**src/hw/rtl/rau_pkg.sv**
```systemverilog
// ----------------------------------------------------------------------------
// Rational arithmetic unit package
// Shared widths, operation codes and sequencer states for the rational unit.
// ----------------------------------------------------------------------------
package rau_pkg;

   // default operand width and fixed result widths
   localparam int OPERAND_WIDTH_DEF = 16;
   localparam int RESULT_WIDTH      = 32;
   localparam int ACTION_WIDTH      = 4;
   localparam int RSP_DATA_WIDTH    = 2 * RESULT_WIDTH;
   localparam int RSP_USER_WIDTH    = 2;

   // operation codes carried in the request tuser
   localparam logic [ACTION_WIDTH-1:0] ACT_ADD     = 4'd0;
   localparam logic [ACTION_WIDTH-1:0] ACT_SUB     = 4'd1;
   localparam logic [ACTION_WIDTH-1:0] ACT_MUL     = 4'd2;
   localparam logic [ACTION_WIDTH-1:0] ACT_DIV     = 4'd3;
   localparam logic [ACTION_WIDTH-1:0] ACT_ADD_RAW = 4'd4;
   localparam logic [ACTION_WIDTH-1:0] ACT_SUB_RAW = 4'd5;
   localparam logic [ACTION_WIDTH-1:0] ACT_MUL_RAW = 4'd6;
   localparam logic [ACTION_WIDTH-1:0] ACT_DIV_RAW = 4'd7;
   localparam logic [ACTION_WIDTH-1:0] ACT_GREATER = 4'd8;
   localparam logic [ACTION_WIDTH-1:0] ACT_LESS    = 4'd9;

   // sequencer states
   typedef enum logic [3:0] {
      ST_IDLE,
      ST_MUL_A,
      ST_MUL_B,
      ST_MUL_D,
      ST_SUM,
      ST_GCD_GO,
      ST_GCD_WAIT,
      ST_DIV_NUM_GO,
      ST_DIV_NUM_WAIT,
      ST_DIV_DEN_GO,
      ST_DIV_DEN_WAIT,
      ST_DONE
   } state_type;

endpackage

```
**src/hw/rtl/rau_mul.sv**
```systemverilog
// ----------------------------------------------------------------------------
// Rational unit multiplier
// Shared signed multiplier with a registered product.
// ----------------------------------------------------------------------------
module rau_mul #(
   parameter int OPERAND_WIDTH = rau_pkg::OPERAND_WIDTH_DEF
) (
   input  logic                            clock,
   input  logic signed [OPERAND_WIDTH-1:0] a,
   input  logic signed [OPERAND_WIDTH-1:0] b,
   output logic signed [2*OPERAND_WIDTH-1:0] p
);

   logic signed [2*OPERAND_WIDTH-1:0] p_ff;
   logic signed [2*OPERAND_WIDTH-1:0] p_in;

   // form the full-width product
   assign p_in = a * b;

   // register the product
   always_ff @(posedge clock) begin
      p_ff <= p_in;
   end

   assign p = p_ff;

endmodule

```
**src/hw/rtl/rau_gcd.sv**
```systemverilog
// ----------------------------------------------------------------------------
// Rational unit gcd engine
// Binary gcd over two magnitudes, one shift or subtract step per cycle.
// ----------------------------------------------------------------------------
module rau_gcd #(
   parameter int MAG_WIDTH = 2 * rau_pkg::OPERAND_WIDTH_DEF
) (
   input  logic                 clock,
   input  logic                 reset,
   input  logic                 start,
   input  logic [MAG_WIDTH-1:0] a,
   input  logic [MAG_WIDTH-1:0] b,
   output logic                 done,
   output logic [MAG_WIDTH-1:0] g
);

   localparam int KW = $clog2(MAG_WIDTH);

   logic [MAG_WIDTH-1:0] a_ff, a_in;
   logic [MAG_WIDTH-1:0] b_ff, b_in;
   logic [KW-1:0]        k_ff, k_in;
   logic                 run_ff, run_in;
   logic                 done_ff, done_in;
   logic [MAG_WIDTH-1:0] g_ff, g_in;
   logic [MAG_WIDTH-1:0] a_minus_b;
   logic [MAG_WIDTH-1:0] b_minus_a;

   assign a_minus_b = a_ff - b_ff;
   assign b_minus_a = b_ff - a_ff;

   // one step of the binary gcd
   always_comb begin
      a_in    = a_ff;
      b_in    = b_ff;
      k_in    = k_ff;
      run_in  = run_ff;
      done_in = 1'b0;
      g_in    = g_ff;
      if (start) begin
         a_in   = a;
         b_in   = b;
         k_in   = '0;
         run_in = 1'b1;
      end else if (run_ff) begin
         if (a_ff == '0 || b_ff == '0) begin
            g_in    = (a_ff | b_ff) << k_ff;
            done_in = 1'b1;
            run_in  = 1'b0;
         end else if (!a_ff[0] && !b_ff[0]) begin
            a_in = a_ff >> 1;
            b_in = b_ff >> 1;
            k_in = k_ff + KW'(1);
         end else if (!a_ff[0]) begin
            a_in = a_ff >> 1;
         end else if (!b_ff[0]) begin
            b_in = b_ff >> 1;
         end else if (a_ff >= b_ff) begin
            a_in = a_minus_b >> 1;
         end else begin
            b_in = b_minus_a >> 1;
         end
      end
   end

   // hold control state under reset
   always_ff @(posedge clock) begin
      if (reset) begin
         run_ff  <= 1'b0;
         done_ff <= 1'b0;
      end else begin
         run_ff  <= run_in;
         done_ff <= done_in;
      end
   end

   // working values
   always_ff @(posedge clock) begin
      a_ff <= a_in;
      b_ff <= b_in;
      k_ff <= k_in;
      g_ff <= g_in;
   end

   assign done = done_ff;
   assign g    = g_ff;

endmodule

```
**src/hw/rtl/rau_div.sv**
```systemverilog
// ----------------------------------------------------------------------------
// Rational unit divider
// Restoring divider, one quotient bit per cycle.
// ----------------------------------------------------------------------------
module rau_div #(
   parameter int MAG_WIDTH = 2 * rau_pkg::OPERAND_WIDTH_DEF
) (
   input  logic                 clock,
   input  logic                 reset,
   input  logic                 start,
   input  logic [MAG_WIDTH-1:0] dividend,
   input  logic [MAG_WIDTH-1:0] divisor,
   output logic                 done,
   output logic [MAG_WIDTH-1:0] quotient
);

   localparam int CW = $clog2(MAG_WIDTH);

   logic [MAG_WIDTH-1:0] quo_ff, quo_in;
   logic [MAG_WIDTH-1:0] rem_ff, rem_in;
   logic [MAG_WIDTH-1:0] dsr_ff, dsr_in;
   logic [CW-1:0]        cnt_ff, cnt_in;
   logic                 run_ff, run_in;
   logic                 done_ff, done_in;
   logic [MAG_WIDTH:0]   shifted;
   logic [MAG_WIDTH:0]   diff;

   assign shifted = {rem_ff, quo_ff[MAG_WIDTH-1]};
   assign diff    = shifted - {1'b0, dsr_ff};

   // shift in one dividend bit and try the subtract
   always_comb begin
      quo_in  = quo_ff;
      rem_in  = rem_ff;
      dsr_in  = dsr_ff;
      cnt_in  = cnt_ff;
      run_in  = run_ff;
      done_in = 1'b0;
      if (start) begin
         quo_in = dividend;
         rem_in = '0;
         dsr_in = divisor;
         cnt_in = CW'(MAG_WIDTH - 1);
         run_in = 1'b1;
      end else if (run_ff) begin
         if (!diff[MAG_WIDTH]) begin
            rem_in = diff[MAG_WIDTH-1:0];
            quo_in = {quo_ff[MAG_WIDTH-2:0], 1'b1};
         end else begin
            rem_in = shifted[MAG_WIDTH-1:0];
            quo_in = {quo_ff[MAG_WIDTH-2:0], 1'b0};
         end
         cnt_in = cnt_ff - CW'(1);
         if (cnt_ff == '0) begin
            run_in  = 1'b0;
            done_in = 1'b1;
         end
      end
   end

   // hold control state under reset
   always_ff @(posedge clock) begin
      if (reset) begin
         run_ff  <= 1'b0;
         done_ff <= 1'b0;
      end else begin
         run_ff  <= run_in;
         done_ff <= done_in;
      end
   end

   // working values
   always_ff @(posedge clock) begin
      quo_ff <= quo_in;
      rem_ff <= rem_in;
      dsr_ff <= dsr_in;
      cnt_ff <= cnt_in;
   end

   assign done     = done_ff;
   assign quotient = quo_ff;

endmodule

```
**src/hw/rtl/rational_arithmetic_unit.sv**
```systemverilog
// ----------------------------------------------------------------------------
// Rational arithmetic unit
// Sequence: raw, compare and unused codes take three passes through the shared
//   multiplier, the sum and the load of the result register, which waits until
//   the output register is free; a new beat is taken only in the idle state.
// Reduced codes add a binary gcd and, unless the gcd is zero, two restoring
//   divisions (numerator, then denominator) before that load; one item at a time.
// Synchronous reset clears the sequencer and the result valid; no memory.
// ----------------------------------------------------------------------------
module rational_arithmetic_unit #(
   parameter int OPERAND_WIDTH = rau_pkg::OPERAND_WIDTH_DEF
) (
   input  logic clock,
   input  logic reset,
   // request beat
   input  logic                                   req_tvalid,
   output logic                                   req_tready,
   // tdata: first_num, first_den, second_num, second_den (lowest bits first)
   input  logic [((4*OPERAND_WIDTH+7)/8)*8-1:0]   req_tdata,
   // tuser: action
   input  logic [rau_pkg::ACTION_WIDTH-1:0]       req_tuser,
   // result beat
   output logic                                   rsp_tvalid,
   input  logic                                   rsp_tready,
   // tdata: result_num, result_den (lowest bits first)
   output logic [rau_pkg::RSP_DATA_WIDTH-1:0]     rsp_tdata,
   // tuser: compare_true, error (lowest bit first)
   output logic [rau_pkg::RSP_USER_WIDTH-1:0]     rsp_tuser
);

   localparam int W  = OPERAND_WIDTH;
   localparam int MW = 2 * W;
   localparam int SW = 2 * W + 1;
   localparam int EW = (SW > rau_pkg::RESULT_WIDTH) ? SW : rau_pkg::RESULT_WIDTH;
   localparam int RW = rau_pkg::RESULT_WIDTH;

   rau_pkg::state_type state_ff, state_in;

   logic [rau_pkg::ACTION_WIDTH-1:0] act_ff, act_in;
   logic signed [W-1:0]  n1_ff, n1_in, d1_ff, d1_in, n2_ff, n2_in, d2_ff, d2_in;
   logic signed [MW-1:0] pa_ff, pa_in, pb_ff, pb_in;
   logic signed [SW-1:0] num_ff, num_in, den_ff, den_in;
   logic [MW-1:0]        g_ff, g_in;
   logic                 cmp_ff, cmp_in, err_ff, err_in;

   logic                              rsp_tvalid_ff, rsp_tvalid_in;
   logic [rau_pkg::RSP_DATA_WIDTH-1:0] rsp_tdata_ff, rsp_tdata_in;
   logic [rau_pkg::RSP_USER_WIDTH-1:0] rsp_tuser_ff, rsp_tuser_in;

   logic signed [W-1:0]  mul_a, mul_b;
   logic signed [MW-1:0] mul_p;
   logic                 gcd_start, gcd_done;
   logic [MW-1:0]        gcd_g;
   logic                 div_start, div_done;
   logic [MW-1:0]        div_dividend, div_quotient;

   logic [MW-1:0]        num_mag, den_mag;
   logic signed [SW-1:0] quo_signed;
   logic signed [SW-1:0] pa_ext, pb_ext;
   logic signed [EW-1:0] num_wide, den_wide;
   logic                 is_mul, is_div, accept;

   assign accept     = req_tvalid && req_tready;
   assign req_tready = (state_ff == rau_pkg::ST_IDLE);
   assign is_mul     = (act_ff[1:0] == rau_pkg::ACT_MUL[1:0]);
   assign is_div     = (act_ff[1:0] == rau_pkg::ACT_DIV[1:0]);

   // magnitudes and sign handling of the working fraction
   assign num_mag    = num_ff[SW-1] ? MW'(-num_ff) : MW'(num_ff);
   assign den_mag    = den_ff[SW-1] ? MW'(-den_ff) : MW'(den_ff);
   assign quo_signed = $signed({1'b0, div_quotient});
   assign pa_ext     = SW'(pa_ff);
   assign pb_ext     = SW'(pb_ff);
   assign num_wide   = EW'(num_ff);
   assign den_wide   = EW'(den_ff);

   // shared units
   rau_mul #(.OPERAND_WIDTH(W)) u_mul (
      .clock (clock),
      .a     (mul_a),
      .b     (mul_b),
      .p     (mul_p)
   );

   rau_gcd #(.MAG_WIDTH(MW)) u_gcd (
      .clock (clock),
      .reset (reset),
      .start (gcd_start),
      .a     (num_mag),
      .b     (den_mag),
      .done  (gcd_done),
      .g     (gcd_g)
   );

   rau_div #(.MAG_WIDTH(MW)) u_div (
      .clock    (clock),
      .reset    (reset),
      .start    (div_start),
      .dividend (div_dividend),
      .divisor  (g_ff),
      .done     (div_done),
      .quotient (div_quotient)
   );

   // sequencer: next state and datapath control
   always_comb begin
      state_in      = state_ff;
      act_in        = act_ff;
      n1_in         = n1_ff;
      d1_in         = d1_ff;
      n2_in         = n2_ff;
      d2_in         = d2_ff;
      pa_in         = pa_ff;
      pb_in         = pb_ff;
      num_in        = num_ff;
      den_in        = den_ff;
      g_in          = g_ff;
      cmp_in        = cmp_ff;
      err_in        = err_ff;
      mul_a         = n1_ff;
      mul_b         = d2_ff;
      gcd_start     = 1'b0;
      div_start     = 1'b0;
      div_dividend  = num_mag;
      rsp_tvalid_in = rsp_tvalid_ff && !rsp_tready;
      rsp_tdata_in  = rsp_tdata_ff;
      rsp_tuser_in  = rsp_tuser_ff;
      case (state_ff)
         rau_pkg::ST_IDLE: begin
            if (accept) begin
               act_in   = req_tuser;
               n1_in    = req_tdata[W-1:0];
               d1_in    = req_tdata[2*W-1:W];
               n2_in    = req_tdata[3*W-1:2*W];
               d2_in    = req_tdata[4*W-1:3*W];
               cmp_in   = 1'b0;
               err_in   = 1'b0;
               state_in = rau_pkg::ST_MUL_A;
            end
         end
         rau_pkg::ST_MUL_A: begin
            // first numerator product
            mul_a    = n1_ff;
            mul_b    = is_mul ? n2_ff : d2_ff;
            state_in = rau_pkg::ST_MUL_B;
         end
         rau_pkg::ST_MUL_B: begin
            mul_a    = n2_ff;
            mul_b    = d1_ff;
            pa_in    = mul_p;
            state_in = rau_pkg::ST_MUL_D;
         end
         rau_pkg::ST_MUL_D: begin
            // denominator product
            mul_a    = d1_ff;
            mul_b    = is_div ? n2_ff : d2_ff;
            pb_in    = mul_p;
            state_in = rau_pkg::ST_SUM;
         end
         rau_pkg::ST_SUM: begin
            den_in = SW'(mul_p);
            case (act_ff[1:0])
               rau_pkg::ACT_ADD[1:0]: num_in = pa_ext + pb_ext;
               rau_pkg::ACT_SUB[1:0]: num_in = pa_ext - pb_ext;
               default:               num_in = pa_ext;
            endcase
            if (act_ff == rau_pkg::ACT_GREATER) begin
               cmp_in = (pa_ff > pb_ff);
            end else if (act_ff == rau_pkg::ACT_LESS) begin
               cmp_in = (pa_ff < pb_ff);
            end
            if (act_ff inside {[rau_pkg::ACT_ADD:rau_pkg::ACT_DIV]}) begin
               state_in = rau_pkg::ST_GCD_GO;
            end else begin
               state_in = rau_pkg::ST_DONE;
            end
         end
         rau_pkg::ST_GCD_GO: begin
            gcd_start = 1'b1;
            state_in  = rau_pkg::ST_GCD_WAIT;
         end
         rau_pkg::ST_GCD_WAIT: begin
            if (gcd_done) begin
               g_in = gcd_g;
               if (gcd_g == '0) begin
                  // numerator and denominator both zero: flag and clear the fraction
                  err_in   = 1'b1;
                  num_in   = '0;
                  den_in   = '0;
                  state_in = rau_pkg::ST_DONE;
               end else begin
                  state_in = rau_pkg::ST_DIV_NUM_GO;
               end
            end
         end
         rau_pkg::ST_DIV_NUM_GO: begin
            div_start    = 1'b1;
            div_dividend = num_mag;
            state_in     = rau_pkg::ST_DIV_NUM_WAIT;
         end
         rau_pkg::ST_DIV_NUM_WAIT: begin
            if (div_done) begin
               num_in   = num_ff[SW-1] ? -quo_signed : quo_signed;
               state_in = rau_pkg::ST_DIV_DEN_GO;
            end
         end
         rau_pkg::ST_DIV_DEN_GO: begin
            div_start    = 1'b1;
            div_dividend = den_mag;
            state_in     = rau_pkg::ST_DIV_DEN_WAIT;
         end
         rau_pkg::ST_DIV_DEN_WAIT: begin
            if (div_done) begin
               den_in   = den_ff[SW-1] ? -quo_signed : quo_signed;
               state_in = rau_pkg::ST_DONE;
            end
         end
         rau_pkg::ST_DONE: begin
            // load the result beat once the output register is free
            if (!rsp_tvalid_ff || rsp_tready) begin
               rsp_tvalid_in = 1'b1;
               if (act_ff inside {[rau_pkg::ACT_ADD:rau_pkg::ACT_DIV_RAW]}) begin
                  rsp_tdata_in = {den_wide[RW-1:0], num_wide[RW-1:0]};
               end else begin
                  rsp_tdata_in = '0;
               end
               rsp_tuser_in = {err_ff, cmp_ff};
               state_in     = rau_pkg::ST_IDLE;
            end
         end
         default: begin
            state_in = rau_pkg::ST_IDLE;
         end
      endcase
   end

   // control registers
   always_ff @(posedge clock) begin
      if (reset) begin
         state_ff      <= rau_pkg::ST_IDLE;
         rsp_tvalid_ff <= 1'b0;
      end else begin
         state_ff      <= state_in;
         rsp_tvalid_ff <= rsp_tvalid_in;
      end
   end

   // payload registers
   always_ff @(posedge clock) begin
      act_ff       <= act_in;
      n1_ff        <= n1_in;
      d1_ff        <= d1_in;
      n2_ff        <= n2_in;
      d2_ff        <= d2_in;
      pa_ff        <= pa_in;
      pb_ff        <= pb_in;
      num_ff       <= num_in;
      den_ff       <= den_in;
      g_ff         <= g_in;
      cmp_ff       <= cmp_in;
      err_ff       <= err_in;
      rsp_tdata_ff <= rsp_tdata_in;
      rsp_tuser_ff <= rsp_tuser_in;
   end

   assign rsp_tvalid = rsp_tvalid_ff;
   assign rsp_tdata  = rsp_tdata_ff;
   assign rsp_tuser  = rsp_tuser_ff;

   // an error beat carries a zero fraction
   a_err_zero: assert property (@(posedge clock) disable iff (reset)
      rsp_tvalid_ff && rsp_tuser_ff[1] |-> rsp_tdata_ff == '0)
      else $error("error beat with nonzero fraction");

   // compare and error never come together
   a_cmp_err: assert property (@(posedge clock) disable iff (reset)
      rsp_tvalid_ff && rsp_tuser_ff[0] |-> !rsp_tuser_ff[1])
      else $error("compare flag set together with error");

   // gcd completes only while the sequencer waits for it
   a_gcd_wait: assert property (@(posedge clock) disable iff (reset)
      gcd_done |-> state_ff == rau_pkg::ST_GCD_WAIT)
      else $error("gcd done outside its wait state");

   // divider completes only while the sequencer waits for it
   a_div_wait: assert property (@(posedge clock) disable iff (reset)
      div_done |-> state_ff == rau_pkg::ST_DIV_NUM_WAIT ||
                   state_ff == rau_pkg::ST_DIV_DEN_WAIT)
      else $error("divider done outside its wait states");

   // a new result beat comes only from the done state
   a_rsp_src: assert property (@(posedge clock) disable iff (reset)
      $rose(rsp_tvalid_ff) |-> $past(state_ff) == rau_pkg::ST_DONE)
      else $error("result beat raised outside done state");

endmodule
```
**config.mk**
```make
export PLATFORM = sky130hd
export DESIGN_NAME = rational_arithmetic_unit
export DESIGN_NICKNAME = d
export VERILOG_FILES = /design/src/hw/rtl/rau_pkg.sv /design/src/hw/rtl/rau_mul.sv /design/src/hw/rtl/rau_gcd.sv /design/src/hw/rtl/rau_div.sv /design/src/hw/rtl/rational_arithmetic_unit.sv
export SDC_FILE = /design/constraint.sdc
export NUM_CORES = 2
export LEC_CHECK = 0
export ABC_AREA = 1
export BUFFER_PORTS_ARGS = -buffer_cell sky130_fd_sc_hd__clkbuf_2
export CAP_MARGIN = 20
export CORE_ASPECT_RATIO = 1.2
export CORE_UTILIZATION = 57
export CTS_CLUSTER_DIAMETER = 100
export DETAILED_ROUTE_END_ITERATION = 10
export PLACE_DENSITY = 0.77
export SYNTH_ARGS = -nofsm -noshare
export SYNTH_HDL_FRONTEND = slang
export SYNTH_HIERARCHICAL = 1
export SYNTH_SLANG_ARGS = --single-unit
```
**constraint.sdc**
```tcl
create_clock -name clock -period 7.4 [get_ports clock]
set_input_delay 0.37 -clock clock [delete_from_list [all_inputs] [get_ports clock]]
set_output_delay 0.37 -clock clock [all_outputs]
set_load 0.03 [all_outputs]
```
==> results.cfg <==
[outcome]
run_status = complete, no violations

[clock_tree]
clock_tree.buffer_depth = 3
cts_root_buf = clkbuf_16
htree_num_levels = 2
cts_tree = done
clkLatencyLatePin_ps = 700
cts.sink_count = 541
cts_buffers = 59
path_clk_slew_ps = 70

[route]
final_routed_drc_violation_total = 0
dr.pass1.iters = 8
met3_wirelength_um = 13500
drtAntennaViolNets = 0
dr_total_vias = 46480
detailroute.wirelength.met2_um = 79810
initial_drt_markers = 5046
average_via_count_per_standard_cell = 5.575
topRoutingLayerUsed = met4
total_length_of_routed_wires_um = 171400
wire_length_on_met1_um = 62890
wire_per_inst_um = 20.56

[layout]
most_common_cell_after_layout_fill_and_taps_aside = nand2_1
final_net_count = 7755
fin_cells = 8336
fillers = 7904
most-common-layout-cells = nand2_1, inv_1, nor2_1, edfxtp_1, nand3_1
syn_to_final_growth_pct = 9.096
drive_gt1_share_pct = 8.350

[sta]
fin_crit_ps = 7127
finalHoldViolations = 0
slew_viol_final = 0
setup_viol_count_final = 0
final_critical_path_share_of_the_clock_period_pct = 96.31
fmaxAchievable_mhz = 140.3
tightestPinTransition_ps = 1088
timing.slew.headroom_pct = 27.41
fin_skew_ps = 69.07
totalNegativeSetupSlack_ps = 0

[place]
dp.cells = 8147
io_buffers = 139
final_estimated_routing_congestion_in_global_placement = 1.092
detailed_place_hpwl_um = 136400

[job]
maxCapViolCount = 0

[synth]
post_synth_num_cell_types = 67
postSynthNetCount = 7623
synth-edff-count = 458
ys_async_sr_fraction_pct = 0
avgSynthCellArea_sq_um = 7.190
netlist_area_sq_um = 50360
postSynthRegisterBits = 541
yosysSeqAreaShare_pct = 30.61
synthesis.instances = 7004
synth_ff_type = edfxtp_1
ys_warn_count = 6

[global_routing]
first_pass_grt_wire_length_um = 259600
grt_start_max_net_pins = 71
number_of_global_route_vias_before_repair = 44970
grt.total_usage_pct = 38.09
initial_antenna_violation_count = 0
grt_overflow = 0

[floorplan]
std_cell_rows = 119
die_area_sq_um = 89550
top_level_ports = 140
die_h_um = 327.6
core-area_sq_um = 87700
start_util_pct = 57.43
fp.dieW_um = 273.3

[worst_setup_path]
slowest_delay_ps = 570
worst_ep_required_time_ps = 7950
timing.critical_path.mode_cell = fa_1
slowest_stage = fa_1
arrival_ps = 7680
startpoint_type = flip-flop
timing.critical_path.to_type = flip-flop
crit_path_max_fanout = 14
critPathKind = flip-flop to flip-flop

[worst_hold_path]
min_path_type = input port to flip-flop
[area by class of cell]
class	count	area (sq um)	share of cell area, %
multi-input cells	4826	28710	52.26
flip-flops and latches	541	15410	28.06
inverters	1418	5328	9.697
repair buffers	290	2056	3.742
clock buffers	65	1509	2.746
well taps	1149	1438	2.617
clock inverters	46	483.0	0.8791
diodes	1	2.502	0.004555
[cell families after synthesis]
group,after synthesis,share of synthesized area (%)
AND/OR/NAND/NOR,3435,28.63
buffers and inverters,1637,12.61
AO/OA/AOI/OAI,683,7.717
adder cells (fa/ha/maj),547,17.57
flip-flops,541,30.61
XOR/XNOR,141,2.467
multiplexers,20,0.3975
[synth_stat cells (all sizes together), types with 2 or more instances]
master  number  area [sq um]
o211ai      33         247.7
a211oi       2         15.01
and2         9         56.31
o21bai      24         180.2
edfxtp     458         13750
o21a         9         67.56
nand3b      10         75.07
clkbuf     149         564.3
xor2       122          1076
nor4        26         205.2
a21oi      301          1664
xnor2       19         166.4
clkinv       8         31.28
nor2       622          2584
nand2     2258          8641
a21o         7         52.55
o21ai      271          1379
buf         70         461.7
o31ai        4         30.03
dfxtp       83          1662
fa         267          5345
a21boi       5         37.54
o22ai        3         25.02
ha         280          3503
nor3        51         311.6
nand4       67         425.4
nand3      378          2032
mux2i       20         200.2
inv       1410          5293
a32o         5         50.05
a31oi       11         68.82
a32oi        2         17.52
or2         13         81.32
[routing by layer]
layer	up-vias	track usage, %
met5	-	0
met4	0	28.46
met3	597	5.168
met2	2388	62.86
met1	21600	45.30
li1	21900	-
[per-stage QoR]
stage / hold WS, ps / setup slack, ps / util, % / area (sq um)
3_5_place_dp: 404.5 / 95.83 / 59.45 / 52140
6_report: 125.1 / 273.1 / 62.65 / 54940
5_1_grt: 107.5 / -28.27 / 62.65 / 54940
2_1_floorplan: 400.3 / 802.2 / - / 50360
4_1_cts: 71.86 / 37.43 / 62.50 / 54810
3_3_place_gp: 402.3 / 212.1 / 59.44 / 52120
[worst max-delay path: cells and delay by family, from the launching register on]
| family | cells | cell delay, ps |
|---|---|---|
| adder cells (fa/ha/maj) | 7 | 3350 |
| buffers and inverters | 9 | 1270 |
| AND/OR/NAND/NOR | 12 | 1990 |
| flip-flops | 1 | 350 |
[sequential cells by signal, summed over array words and instances, names as in the netlist, 2 cells and up]
signal	cells
rsp_tdata	64
u_div/dsr_ff	32
d2_ff	16
pb_ff	32
act_ff	4
u_gcd/g	32
u_gcd/b_ff	32
d1_ff	16
state_ff	4
pa_ff	32
u_div/rem_ff	32
g_ff	32
rsp_tuser	2
den_ff	33
u_div/quotient	32
n1_ff	16
num_ff	33
u_gcd/k_ff	5
u_div/cnt_ff	5
u_mul/p	32
n2_ff	16
u_gcd/a_ff	32
[worst paths after layout]
| kind | from | end | slack (ps) | depth (start not counted) |
|---|---|---|---|---|
| max | state_ff[3] | u_mul/p[24] | 270 | 28 |
| min reg2reg | g_ff[16] | u_div/dsr_ff[16] | 420 | 0 |
| max reg2reg | state_ff[3] | u_mul/p[24] | 270 | 28 |
| min | rsp_tready | rsp_tvalid | 130 | 4 |
[what timing repair did]
| action | CTS | global route |
|---|---|---|
| buffers inserted | 0 | 7 |
| resized for setup | 0 | 4 |
| endpoints found under the hold margin | 68 | 0 |
| hold buffers | 68 | 0 |
| endpoints found under the setup margin | 0 | 10 |
Power is left out: the tool's default activity adds up to more than one toggle a clock period on the data nets, which glitch-free logic cannot reach.
